### src/rtl/core/mppt_ic_pkg.sv
// ----------------------------------------------------------------------------
// mppt_ic_pkg
// Shared types and constants of the incremental-conductance tracker: controller
// states, action codes, register indexes and the controller/datapath bundles.
// ----------------------------------------------------------------------------
package mppt_ic_pkg;

    // fixed field widths
    localparam int SAMPLE_COUNT_W = 13;
    localparam int DUTY_W         = 7;

    // configuration register reset values
    localparam logic [SAMPLE_COUNT_W-1:0] SAMPLE_COUNT_RST = 13'd1000;
    localparam logic [DUTY_W-1:0]         DUTY_MAX_RST     = 7'd80;
    localparam logic [DUTY_W-1:0]         DUTY_MIN_RST     = 7'd20;

    // register indexes (word address)
    localparam logic [1:0] REG_SAMPLE_COUNT = 2'd0;
    localparam logic [1:0] REG_DUTY_MAX     = 2'd1;
    localparam logic [1:0] REG_DUTY_MIN     = 2'd2;

    // tracking step outcome
    typedef enum logic [2:0] {
        ACT_HOLD    = 3'd0,
        ACT_RAISED  = 3'd1,
        ACT_LOWERED = 3'd2,
        ACT_AT_MAX  = 3'd3,
        ACT_AT_MIN  = 3'd4
    } action_t;

    // controller states
    typedef enum logic [2:0] {
        ST_IDLE,
        ST_DIVIDE,
        ST_DIFF,
        ST_MULT,
        ST_STEP
    } ctrl_state_t;

    // controller to datapath commands
    typedef struct packed {
        logic accept;
        logic div_step;
        logic diff;
        logic mul;
        logic step;
    } dp_cmd_t;

    // datapath to controller status
    typedef struct packed {
        logic close;
        logic div_last;
        logic out_free;
    } dp_status_t;

endpackage

### src/rtl/core/mppt_ic_ctrl.sv
// ----------------------------------------------------------------------------
// mppt_ic_ctrl
// Sequencer of the tracker: accepts samples, and when a window closes walks
// the datapath through divide, difference, multiply and step phases.
// ----------------------------------------------------------------------------
module mppt_ic_ctrl (
    input  logic                    clk,
    input  logic                    rst_n,
    input  logic                    in_valid,
    output logic                    in_ready,
    input  mppt_ic_pkg::dp_status_t status,
    output mppt_ic_pkg::dp_cmd_t    cmd
);
    import mppt_ic_pkg::*;

    ctrl_state_t state_reg;
    ctrl_state_t state_next;

    // state register
    always_ff @(posedge clk or negedge rst_n)
    begin
        if (!rst_n)
        begin
            state_reg <= ST_IDLE;
        end
        else
        begin
            state_reg <= state_next;
        end
    end

    // next state
    always_comb
    begin
        state_next = state_reg;
        unique case (state_reg)
            ST_IDLE:
            begin
                if (in_valid && status.close)
                begin
                    state_next = ST_DIVIDE;
                end
            end
            ST_DIVIDE:
            begin
                if (status.div_last)
                begin
                    state_next = ST_DIFF;
                end
            end
            ST_DIFF:
            begin
                state_next = ST_MULT;
            end
            ST_MULT:
            begin
                state_next = ST_STEP;
            end
            ST_STEP:
            begin
                if (status.out_free)
                begin
                    state_next = ST_IDLE;
                end
            end
            default:
            begin
                state_next = ST_IDLE;
            end
        endcase
    end

    // outputs
    always_comb
    begin
        in_ready     = 1'b0;
        cmd          = '0;
        unique case (state_reg)
            ST_IDLE:
            begin
                in_ready   = 1'b1;
                cmd.accept = in_valid;
            end
            ST_DIVIDE:
            begin
                cmd.div_step = 1'b1;
            end
            ST_DIFF:
            begin
                cmd.diff = 1'b1;
            end
            ST_MULT:
            begin
                cmd.mul = 1'b1;
            end
            ST_STEP:
            begin
                cmd.step = status.out_free;
            end
            default:
            begin
                cmd = '0;
            end
        endcase
    end

endmodule

### src/rtl/core/mppt_ic_datapath.sv
// ----------------------------------------------------------------------------
// mppt_ic_datapath
// Window sums, a pair of bit-serial restoring dividers for the averages, the
// cross-multiplication of the conductance test and the duty update with its
// output register.
// ----------------------------------------------------------------------------
module mppt_ic_datapath #(
    parameter int ADC_BITS   = 12,
    parameter int MAX_WINDOW = 4096
) (
    input  logic                                      clk,
    input  logic                                      rst_n,
    input  logic [ADC_BITS-1:0]                       voltage_sample,
    input  logic [ADC_BITS-1:0]                       current_sample,
    input  logic [mppt_ic_pkg::SAMPLE_COUNT_W-1:0]    sample_count,
    input  logic [mppt_ic_pkg::DUTY_W-1:0]            duty_max,
    input  logic [mppt_ic_pkg::DUTY_W-1:0]            duty_min,
    input  mppt_ic_pkg::dp_cmd_t                      cmd,
    output mppt_ic_pkg::dp_status_t                   status,
    input  logic                                      out_ready,
    output logic                                      out_valid,
    output logic [mppt_ic_pkg::DUTY_W-1:0]            duty_percent,
    output logic [ADC_BITS-1:0]                       avg_voltage,
    output logic [ADC_BITS-1:0]                       avg_current,
    output mppt_ic_pkg::action_t                      action
);
    import mppt_ic_pkg::*;

    localparam int CNT_W  = $clog2(MAX_WINDOW + 1);
    localparam int IDX_W  = $clog2(MAX_WINDOW);
    localparam int SUM_W  = ADC_BITS + CNT_W;
    localparam int DCNT_W = $clog2(SUM_W + 1);
    localparam int DIF_W  = ADC_BITS + 1;
    localparam int PROD_W = 2 * DIF_W;
    localparam int S_W    = PROD_W + 1;

    logic [IDX_W-1:0]      sample_index_reg;
    logic [SUM_W-1:0]      voltage_sum_reg;
    logic [SUM_W-1:0]      current_sum_reg;
    logic [ADC_BITS-1:0]   prev_avg_voltage_reg;
    logic [ADC_BITS-1:0]   prev_avg_current_reg;
    logic [DUTY_W-1:0]     duty_reg;
    logic [DCNT_W-1:0]     div_count_reg;
    logic                  out_valid_reg;

    logic [SUM_W-1:0]      vq_reg;
    logic [SUM_W-1:0]      iq_reg;
    logic [CNT_W-1:0]      vrem_reg;
    logic [CNT_W-1:0]      irem_reg;
    logic [CNT_W-1:0]      divisor_reg;
    logic signed [DIF_W-1:0]  dv_reg;
    logic signed [DIF_W-1:0]  di_reg;
    logic signed [PROD_W-1:0] p1_reg;
    logic signed [PROD_W-1:0] p2_reg;
    logic [DUTY_W-1:0]     duty_out_reg;
    logic [ADC_BITS-1:0]   avg_v_out_reg;
    logic [ADC_BITS-1:0]   avg_i_out_reg;
    action_t               action_out_reg;

    logic [31:0]           win_full;
    logic [CNT_W-1:0]      win_len;
    logic [CNT_W-1:0]      taken;
    logic [SUM_W-1:0]      v_sum_next;
    logic [SUM_W-1:0]      i_sum_next;
    logic [CNT_W:0]        v_shift;
    logic [CNT_W:0]        i_shift;
    logic                  v_ge;
    logic                  i_ge;
    logic [CNT_W:0]        v_rem_next;
    logic [CNT_W:0]        i_rem_next;
    logic [ADC_BITS-1:0]   v_avg;
    logic [ADC_BITS-1:0]   i_avg;
    logic signed [S_W-1:0] s_sum;
    logic                  s_pos;
    logic                  s_neg;
    logic                  raise;
    logic                  lower;
    logic [DUTY_W-1:0]     duty_next;
    action_t               action_next;

    // window length: zero counts as one, large counts saturate
    always_comb
    begin
        if (sample_count == '0)
        begin
            win_full = 32'd1;
        end
        else if (32'(sample_count) > 32'(MAX_WINDOW))
        begin
            win_full = 32'(MAX_WINDOW);
        end
        else
        begin
            win_full = 32'(sample_count);
        end
    end

    assign win_len    = win_full[CNT_W-1:0];
    assign taken      = CNT_W'(sample_index_reg) + CNT_W'(1);
    assign v_sum_next = voltage_sum_reg + SUM_W'(voltage_sample);
    assign i_sum_next = current_sum_reg + SUM_W'(current_sample);

    // running sums and sample index
    always_ff @(posedge clk or negedge rst_n)
    begin
        if (!rst_n)
        begin
            sample_index_reg <= '0;
            voltage_sum_reg  <= '0;
            current_sum_reg  <= '0;
        end
        else if (cmd.accept)
        begin
            if (status.close)
            begin
                sample_index_reg <= '0;
                voltage_sum_reg  <= '0;
                current_sum_reg  <= '0;
            end
            else
            begin
                sample_index_reg <= taken[IDX_W-1:0];
                voltage_sum_reg  <= v_sum_next;
                current_sum_reg  <= i_sum_next;
            end
        end
    end

    // one quotient bit per cycle for each channel
    assign v_shift    = {vrem_reg, vq_reg[SUM_W-1]};
    assign i_shift    = {irem_reg, iq_reg[SUM_W-1]};
    assign v_ge       = v_shift >= {1'b0, divisor_reg};
    assign i_ge       = i_shift >= {1'b0, divisor_reg};
    assign v_rem_next = v_ge ? (v_shift - {1'b0, divisor_reg}) : v_shift;
    assign i_rem_next = i_ge ? (i_shift - {1'b0, divisor_reg}) : i_shift;

    always_ff @(posedge clk)
    begin
        if (cmd.accept && status.close)
        begin
            vq_reg      <= v_sum_next;
            iq_reg      <= i_sum_next;
            vrem_reg    <= '0;
            irem_reg    <= '0;
            divisor_reg <= taken;
        end
        else if (cmd.div_step)
        begin
            vq_reg   <= {vq_reg[SUM_W-2:0], v_ge};
            iq_reg   <= {iq_reg[SUM_W-2:0], i_ge};
            vrem_reg <= v_rem_next[CNT_W-1:0];
            irem_reg <= i_rem_next[CNT_W-1:0];
        end
    end

    // divide step counter
    always_ff @(posedge clk or negedge rst_n)
    begin
        if (!rst_n)
        begin
            div_count_reg <= '0;
        end
        else if (cmd.accept && status.close)
        begin
            div_count_reg <= DCNT_W'(SUM_W);
        end
        else if (cmd.div_step)
        begin
            div_count_reg <= div_count_reg - DCNT_W'(1);
        end
    end

    assign v_avg = vq_reg[ADC_BITS-1:0];
    assign i_avg = iq_reg[ADC_BITS-1:0];

    // changes against the previous window, then the two cross products
    always_ff @(posedge clk)
    begin
        if (cmd.diff)
        begin
            dv_reg <= $signed({1'b0, v_avg}) - $signed({1'b0, prev_avg_voltage_reg});
            di_reg <= $signed({1'b0, i_avg}) - $signed({1'b0, prev_avg_current_reg});
        end
        if (cmd.mul)
        begin
            p1_reg <= PROD_W'(di_reg) * PROD_W'($signed({1'b0, v_avg}));
            p2_reg <= PROD_W'($signed({1'b0, i_avg})) * PROD_W'(dv_reg);
        end
    end

    // s = dI*V + I*dV, its sign flipped by the sign of dV
    assign s_sum = {p1_reg[PROD_W-1], p1_reg} + {p2_reg[PROD_W-1], p2_reg};
    assign s_neg = s_sum[S_W-1];
    assign s_pos = !s_sum[S_W-1] && (s_sum != '0);

    always_comb
    begin
        raise = 1'b0;
        lower = 1'b0;
        if (dv_reg == '0)
        begin
            raise = !di_reg[DIF_W-1] && (di_reg != '0);
            lower = di_reg[DIF_W-1];
        end
        else if (v_avg == '0)
        begin
            raise = 1'b0;
            lower = 1'b0;
        end
        else if (dv_reg[DIF_W-1])
        begin
            raise = s_neg;
            lower = s_pos;
        end
        else
        begin
            raise = s_pos;
            lower = s_neg;
        end
    end

    // duty update within the limits
    always_comb
    begin
        duty_next   = duty_reg;
        action_next = ACT_HOLD;
        if (raise)
        begin
            if (duty_reg < duty_max)
            begin
                duty_next   = duty_reg + DUTY_W'(1);
                action_next = ACT_RAISED;
            end
            else
            begin
                action_next = ACT_AT_MAX;
            end
        end
        else if (lower)
        begin
            if (duty_reg > duty_min)
            begin
                duty_next   = duty_reg - DUTY_W'(1);
                action_next = ACT_LOWERED;
            end
            else
            begin
                action_next = ACT_AT_MIN;
            end
        end
    end

    // tracker state and output valid
    always_ff @(posedge clk or negedge rst_n)
    begin
        if (!rst_n)
        begin
            duty_reg             <= '0;
            prev_avg_voltage_reg <= '0;
            prev_avg_current_reg <= '0;
            out_valid_reg        <= 1'b0;
        end
        else if (cmd.step)
        begin
            duty_reg             <= duty_next;
            prev_avg_voltage_reg <= v_avg;
            prev_avg_current_reg <= i_avg;
            out_valid_reg        <= 1'b1;
        end
        else if (out_ready)
        begin
            out_valid_reg <= 1'b0;
        end
    end

    // output payload
    always_ff @(posedge clk)
    begin
        if (cmd.step)
        begin
            duty_out_reg   <= duty_next;
            avg_v_out_reg  <= v_avg;
            avg_i_out_reg  <= i_avg;
            action_out_reg <= action_next;
        end
    end

    assign status.close    = taken >= win_len;
    assign status.div_last = div_count_reg == DCNT_W'(1);
    assign status.out_free = !out_valid_reg || out_ready;

    assign out_valid    = out_valid_reg;
    assign duty_percent = duty_out_reg;
    assign avg_voltage  = avg_v_out_reg;
    assign avg_current  = avg_i_out_reg;
    assign action       = action_out_reg;

endmodule

### src/rtl/core/mppt_incremental_conductance.sv
// ----------------------------------------------------------------------------
// mppt_incremental_conductance
// Averages paired voltage/current samples over a window and runs one
// incremental-conductance step per window, giving the new duty cycle.
// Throughput: one sample per cycle while a window is open; the sample that
//   closes a window holds the sample port through the bit-serial divide of
//   the averages and the difference, multiply and step phases.
// Result: the result transaction is loaded in the step state, after the divide,
//   difference and multiply states that follow the closing sample; the step
//   state waits while the previous result is still held.
// Reset: sums, index, previous averages and duty cleared; sample_count 1000,
//   duty_max 80, duty_min 20; no result pending.
// ----------------------------------------------------------------------------
module mppt_incremental_conductance #(
    parameter int ADC_BITS   = 12,
    parameter int MAX_WINDOW = 4096
) (
    input  logic                              clk,
    input  logic                              rst_n,
    // apb configuration port
    input  logic                              psel,
    input  logic                              penable,
    input  logic                              pwrite,
    input  logic [3:0]                        paddr,
    input  logic [31:0]                       pwdata,
    output logic [31:0]                       prdata,
    output logic                              pready,
    // sample channel
    input  logic                              in_valid,
    output logic                              in_ready,
    input  logic [ADC_BITS-1:0]               voltage_sample,
    input  logic [ADC_BITS-1:0]               current_sample,
    // result channel
    output logic                              out_valid,
    input  logic                              out_ready,
    output logic [mppt_ic_pkg::DUTY_W-1:0]    duty_percent,
    output logic [ADC_BITS-1:0]               avg_voltage,
    output logic [ADC_BITS-1:0]               avg_current,
    output mppt_ic_pkg::action_t              action
);
    import mppt_ic_pkg::*;

    logic [SAMPLE_COUNT_W-1:0] sample_count_reg;
    logic [SAMPLE_COUNT_W-1:0] sample_count_next;
    logic [DUTY_W-1:0]         duty_max_reg;
    logic [DUTY_W-1:0]         duty_max_next;
    logic [DUTY_W-1:0]         duty_min_reg;
    logic [DUTY_W-1:0]         duty_min_next;
    logic                      cfg_write;
    dp_cmd_t                   cmd;
    dp_status_t                status;

    // configuration writes
    assign pready    = 1'b1;
    assign cfg_write = psel && penable && pwrite && pready;

    always_comb
    begin
        sample_count_next = sample_count_reg;
        duty_max_next     = duty_max_reg;
        duty_min_next     = duty_min_reg;
        if (cfg_write)
        begin
            unique case (paddr[3:2])
                REG_SAMPLE_COUNT: sample_count_next = pwdata[SAMPLE_COUNT_W-1:0];
                REG_DUTY_MAX:     duty_max_next     = pwdata[DUTY_W-1:0];
                REG_DUTY_MIN:     duty_min_next     = pwdata[DUTY_W-1:0];
                default:          sample_count_next = sample_count_reg;
            endcase
        end
    end

    always_ff @(posedge clk or negedge rst_n)
    begin
        if (!rst_n)
        begin
            sample_count_reg <= SAMPLE_COUNT_RST;
            duty_max_reg     <= DUTY_MAX_RST;
            duty_min_reg     <= DUTY_MIN_RST;
        end
        else
        begin
            sample_count_reg <= sample_count_next;
            duty_max_reg     <= duty_max_next;
            duty_min_reg     <= duty_min_next;
        end
    end

    // register readback
    always_comb
    begin
        unique case (paddr[3:2])
            REG_SAMPLE_COUNT: prdata = 32'(sample_count_reg);
            REG_DUTY_MAX:     prdata = 32'(duty_max_reg);
            REG_DUTY_MIN:     prdata = 32'(duty_min_reg);
            default:          prdata = '0;
        endcase
    end

    // sequencer
    mppt_ic_ctrl u_ctrl (
        .clk      (clk),
        .rst_n    (rst_n),
        .in_valid (in_valid),
        .in_ready (in_ready),
        .status   (status),
        .cmd      (cmd)
    );

    // arithmetic and output register
    mppt_ic_datapath #(
        .ADC_BITS   (ADC_BITS),
        .MAX_WINDOW (MAX_WINDOW)
    ) u_datapath (
        .clk            (clk),
        .rst_n          (rst_n),
        .voltage_sample (voltage_sample),
        .current_sample (current_sample),
        .sample_count   (sample_count_reg),
        .duty_max       (duty_max_reg),
        .duty_min       (duty_min_reg),
        .cmd            (cmd),
        .status         (status),
        .out_ready      (out_ready),
        .out_valid      (out_valid),
        .duty_percent   (duty_percent),
        .avg_voltage    (avg_voltage),
        .avg_current    (avg_current),
        .action         (action)
    );

    // at most one datapath command per cycle
    assert property (@(posedge clk) disable iff (!rst_n)
        $onehot0({cmd.accept, cmd.div_step, cmd.diff, cmd.mul, cmd.step}))
    else $error("more than one datapath command in a cycle");

    // a new result is only loaded when the output register is free
    assert property (@(posedge clk) disable iff (!rst_n)
        cmd.step |-> (!out_valid || out_ready))
    else $error("result overwrote a pending transaction");

    // no sample is taken while a window step is in progress
    assert property (@(posedge clk) disable iff (!rst_n)
        (cmd.div_step || cmd.diff || cmd.mul) |-> !in_ready)
    else $error("sample port open during a tracking step");

    // a raised duty is never zero
    assert property (@(posedge clk) disable iff (!rst_n)
        (out_valid && (action == ACT_RAISED)) |-> (duty_percent != '0))
    else $error("raised duty reads zero");

endmodule
### config.mk
export PLATFORM = sky130hd
export DESIGN_NAME = mppt_incremental_conductance
export DESIGN_NICKNAME = d
export VERILOG_FILES = /design/src/rtl/core/mppt_ic_pkg.sv /design/src/rtl/core/mppt_ic_ctrl.sv /design/src/rtl/core/mppt_ic_datapath.sv /design/src/rtl/core/mppt_incremental_conductance.sv
export SDC_FILE = /design/constraint.sdc
export NUM_CORES = 1
export LEC_CHECK = 0
export BUFFER_PORTS_ARGS = -buffer_cell sky130_fd_sc_hd__buf_4
export CAP_MARGIN = 40
export CORE_MARGIN = 3
export CORE_UTILIZATION = 45
export CTS_BUF_LIST = sky130_fd_sc_hd__clkbuf_2 sky130_fd_sc_hd__clkbuf_4 sky130_fd_sc_hd__clkbuf_8
export CTS_CLUSTER_DIAMETER = 150
export DETAILED_ROUTE_END_ITERATION = 6
export PLACE_DENSITY = 0.67
export SYNTH_ARGS = -nofsm -noshare
export SYNTH_HDL_FRONTEND = slang
export SYNTH_SLANG_ARGS = --single-unit
### constraint.sdc
create_clock -name clk -period 12.1 [get_ports clk]
set_input_delay 1.21 -clock clk [delete_from_list [all_inputs] [get_ports clk]]
set_output_delay 1.21 -clock clk [all_outputs]
set_load 0.005 [all_outputs]
==> metrics.md <==
| Metric | Value |
|---|---|
| Outcome | `finished clean` |
| Clock tree from TritonCTS | `yes` |
| Worst setup SP type | `flop` |
| Cell seen most often among critical-path stages | `sky130_fd_sc_hd__fa_1` |
| Num rows | `94` |
| Cell at the slowest stage of the critical path | `sky130_fd_sc_hd__edfxtp_1` |
| Clock transition at path regs | `60 ps` |
| Register area share after synthesis | `29.9%` |
| Critical path data required time | `12460 ps` |
| Via count of the first global-routing pass | `22500` |
| Number of hold-slack violations in the final timing report | `0` |
| Number of unique standard cell types used by synthesis | `86` |
| Most used flip-flop cell after synthesis | `sky130_fd_sc_hd__edfxtp_1` |
| I/O pin count | `136` |
| Initial antenna violation count | `0` |
| Average wire per standard cell | `16.8 µm` |
| Setup repair after global routing missed its margin | `false` |
| Post-route non-filler standard cell count | `4178` |
| Antenna Cells | `0` |
| Total of fill cells in the finished design | `6221` |
| Yosys warning total | `0` |
| Top delay family on crit path | `adder cells` |
| GR Util All Layers | `20.3%` |
| Resized cells post-CTS | `0` |
| Post-layout min period | `6840 ps` |
| Final number of max-transition violations | `0` |
| Area of the placeable core | `66100 µm²` |
| Origin of the critical flop-to-flop path | `u_datapath.iq_reg[4]` |
| Period Utilization, post-route | `56.6%` |
| Netlist Area Pre-Place | `30100 µm²` |
| First-pass DRT Iterations | `5` |
| Layout overhead on the synthesized area | `9.85%` |
| Worst clock skew | `42.7 ps` |
| Start point of the worst min-delay path | `u_datapath.voltage_sum_reg[2]` |
| Number of sinks handled by clock tree synthesis | `330` |
| Minimum setup slack among reg-to-reg paths | `5260 ps` |
| Global-route wire length before repair | `116000 µm` |
| Antenna Violating Nets Remaining | `0` |
| Reg2reg path depth | `22` |
| Maximum number of pins on one net before global-route repair | `103` |
| Post-CTS setup buffer count | `0` |
| Max FO, Critical Path | `17` |
| Yosys reg bits | `330` |
| Maximum single-stage delay on the critical path | `740 ps` |
| Height of the die | `265 µm` |
| Number of design-rule violations left by the first detailed-router iteration | `1252` |
| Data arrival, critical path | `7210 ps` |
| Hold-fix buffer count after cts | `0` |
| Initial standard-cell utilization of the core | `45.6%` |
| Post-DR vias/cell | `5.30` |
| Gate count after technology mapping | `3199` |
| Slew Limit Headroom | `40.9%` |
| Buffer levels on the longest clock path | `3` |
| CP Depth | `22` |
| Worst-path cell chain | `and2_1 > fa_1 > inv_1 > fa_1 > inv_1 > fa_1 > ha_1 > fa_1 > ha_1 > ha_1 > nor2b_1 > o21ai_0 > a21boi_0 > o21ai_0 > a21o_1 > a21oi_1 > o31ai_1 > a21oi_1 > a21oi_1 > o21ai_0 > o41ai_1 > xnor2_1` |
| Worst Hold Path EP | `u_datapath.voltage_sum_reg[2]` |
| Destination of the worst register-to-register timing path | `u_datapath.p2_reg[25]` |
| Pin slew with the least headroom to its limit | `887 ps` |
| Number of buffers created by CTS | `58` |
| Routed wire length | `70100 µm` |
| Share of flip-flops with an asynchronous set or reset | `39.1%` |
| Synthesized area per cell | `9.42 µm²` |
| Post-synth EDFFs | `175` |
| Endpoint kind of the worst setup timing path | `flop` |
| Horizontal die dimension | `265 µm` |
| Insertion delay to the later sink of the worst-skew pair | `660 ps` |
| Library cell used as clock root buffer | `sky130_fd_sc_hd__clkbuf_8` |
| Class of the most critical setup path | `flop to flop` |
| GPL Wtd Cong | `0.892` |
| Fraction of layout instances using a drive strength above 1 | `9.08%` |
| Hold crit path type | `flop to flop` |
| Net total in the final layout | `3884` |
| H-tree depth | `2` |
| Total number of vias | `22200` |
| Sum of net half-perimeters after detailed placement | `52800 µm` |
| Final setup fails | `0` |
| Global-route congestion overflow total | `0` |
| Buffers & Inverters on Critical Path | `2` |
| Die area | `70100 µm²` |
| Hold Path Cell Cnt | `2` |
| Max Cap Violations | `0` |
| DRC violation count after routing | `0` |
| Post-route setup TNS | `0 ps` |
| Placed cells | `4069` |
| Port buffer count | `94` |
| Achievable clock frequency | `0.146 GHz` |
[placed cells by master, fill, tap and decap left out, types with 21 or more instances in the layout]
| cell type | instances |
|---|---|
| sky130_fd_sc_hd__dfxtp_1 | 26 |
| sky130_fd_sc_hd__inv_1 | 423 |
| sky130_fd_sc_hd__xor2_1 | 57 |
| sky130_fd_sc_hd__o21ai_0 | 241 |
| sky130_fd_sc_hd__dfrtp_1 | 119 |
| sky130_fd_sc_hd__a21o_1 | 41 |
| sky130_fd_sc_hd__nand2b_1 | 30 |
| sky130_fd_sc_hd__xnor2_1 | 83 |
| sky130_fd_sc_hd__a21boi_0 | 21 |
| sky130_fd_sc_hd__fa_1 | 265 |
| sky130_fd_sc_hd__a21oi_1 | 120 |
| sky130_fd_sc_hd__clkbuf_8 | 62 |
| sky130_fd_sc_hd__buf_4 | 123 |
| sky130_fd_sc_hd__and2_1 | 155 |
| sky130_fd_sc_hd__nor3_1 | 33 |
| sky130_fd_sc_hd__nand3_1 | 67 |
| sky130_fd_sc_hd__edfxtp_1 | 175 |
| sky130_fd_sc_hd__nor2_1 | 119 |
| sky130_fd_sc_hd__o31ai_1 | 36 |
| sky130_fd_sc_hd__nand2_1 | 414 |
| sky130_fd_sc_hd__ha_1 | 287 |
| sky130_fd_sc_hd__o21a_1 | 24 |
| sky130_fd_sc_hd__nor2b_1 | 38 |
[cell usage after synthesis, drive strengths merged, types with 5 or more instances]
library cell	n	share of area, %
dfstp	10	0.87
mux2i	18	0.60
nor3b	6	0.15
dfrtp	119	9.9
a21o	42	1.0
a41oi	5	0.17
and2	156	3.2
nand2	417	5.2
nand3	68	1.1
o21a	24	0.60
o22ai	8	0.19
nand3b	8	0.20
a31oi	11	0.23
ha	287	12
nand2b	30	0.62
and3	18	0.37
a21boi	21	0.52
o31ai	38	0.98
or2	7	0.15
o211ai	9	0.24
nor4	13	0.27
o31a	7	0.20
inv	424	5.3
xor2	57	1.7
nor2	119	1.5
fa	265	18
and4	7	0.20
mux2	18	0.67
clkbuf	111	1.4
nor2b	38	0.79
or3	7	0.15
edfxtp	175	17
dfxtp	26	1.7
a21oi	121	2.0
xnor2	83	2.4
buf	36	0.74
o21ai	248	4.1
a211oi	19	0.58
nand4	16	0.33
nor3	34	0.56
o21bai	20	0.50
[area by class of cell]
cell class	count	area (µm²)	area share [%]
clock buffers	78	973	2.94
clock inverters	31	322	0.971
inverters	425	1600	4.82
multi-input cells	2315	19000	57.3
flip-flops and latches	330	9020	27.2
well taps	864	1080	3.26
repair buffers	135	1140	3.45
[stage by stage]
step	setup WS, ps	instance area [µm²]	util (%)	hold slack [ps]
6_report	5260	33100	50.1	484
5_1_grt	4770	33100	50.1	501
4_1_cts	5170	33100	50.1	484
3_5_place_dp	5210	31800	48.1	472
3_3_place_gp	5240	31600	47.8	464
2_1_floorplan	6110	30200	-	453
[worst min-delay path, stage by stage (launching register included)]
cell	delay, ps
sky130_fd_sc_hd__dfrtp_1	350
sky130_fd_sc_hd__nand2_1	50
sky130_fd_sc_hd__o31ai_1	50
[per-layer routing]
layer	global-route usage, %	up-vias	part of all wire, %
met5	0	-	0
met4	5.84	0	2.8
met3	2.60	124	4.2
met2	33.8	476	47
met1	28.0	10800	46
li1	-	10800	-
[kinds of logic (layout without fill, tap and decap cells)]
logic type | Yosys count | count (layout) | share of synthesized area (%)
AOI/OAI and AO/OA | 614 | 614 | 12.7
xor gates and xnor gates | 140 | 140 | 4.07
adders and majority gates | 552 | 552 | 29.5
buffers and inverters | 572 | 669 | 7.42
DFF | 330 | 330 | 29.9
muxes | 36 | 36 | 1.27
other | 2 | 20 | 0.0249
and+or+nand+nor | 953 | 953 | 15.1
[worst max-delay path by stage]
stage	endpoint	from	slack (ps)
floorplan	u_datapath.p2_reg[25]	u_datapath.dv_reg[3]	6110
global placement	u_datapath.p2_reg[25]	u_datapath.iq_reg[4]	5240
detailed placement	u_datapath.p2_reg[25]	u_datapath.iq_reg[4]	5210
CTS	u_datapath.p2_reg[25]	u_datapath.iq_reg[4]	5170
global route	u_datapath.p2_reg[25]	u_datapath.iq_reg[4]	4770
finish	u_datapath.p2_reg[25]	u_datapath.iq_reg[4]	5260
Power is left out: the tool's default activity adds up to more than one toggle a clock period on the data nets, which glitch-free logic cannot reach.
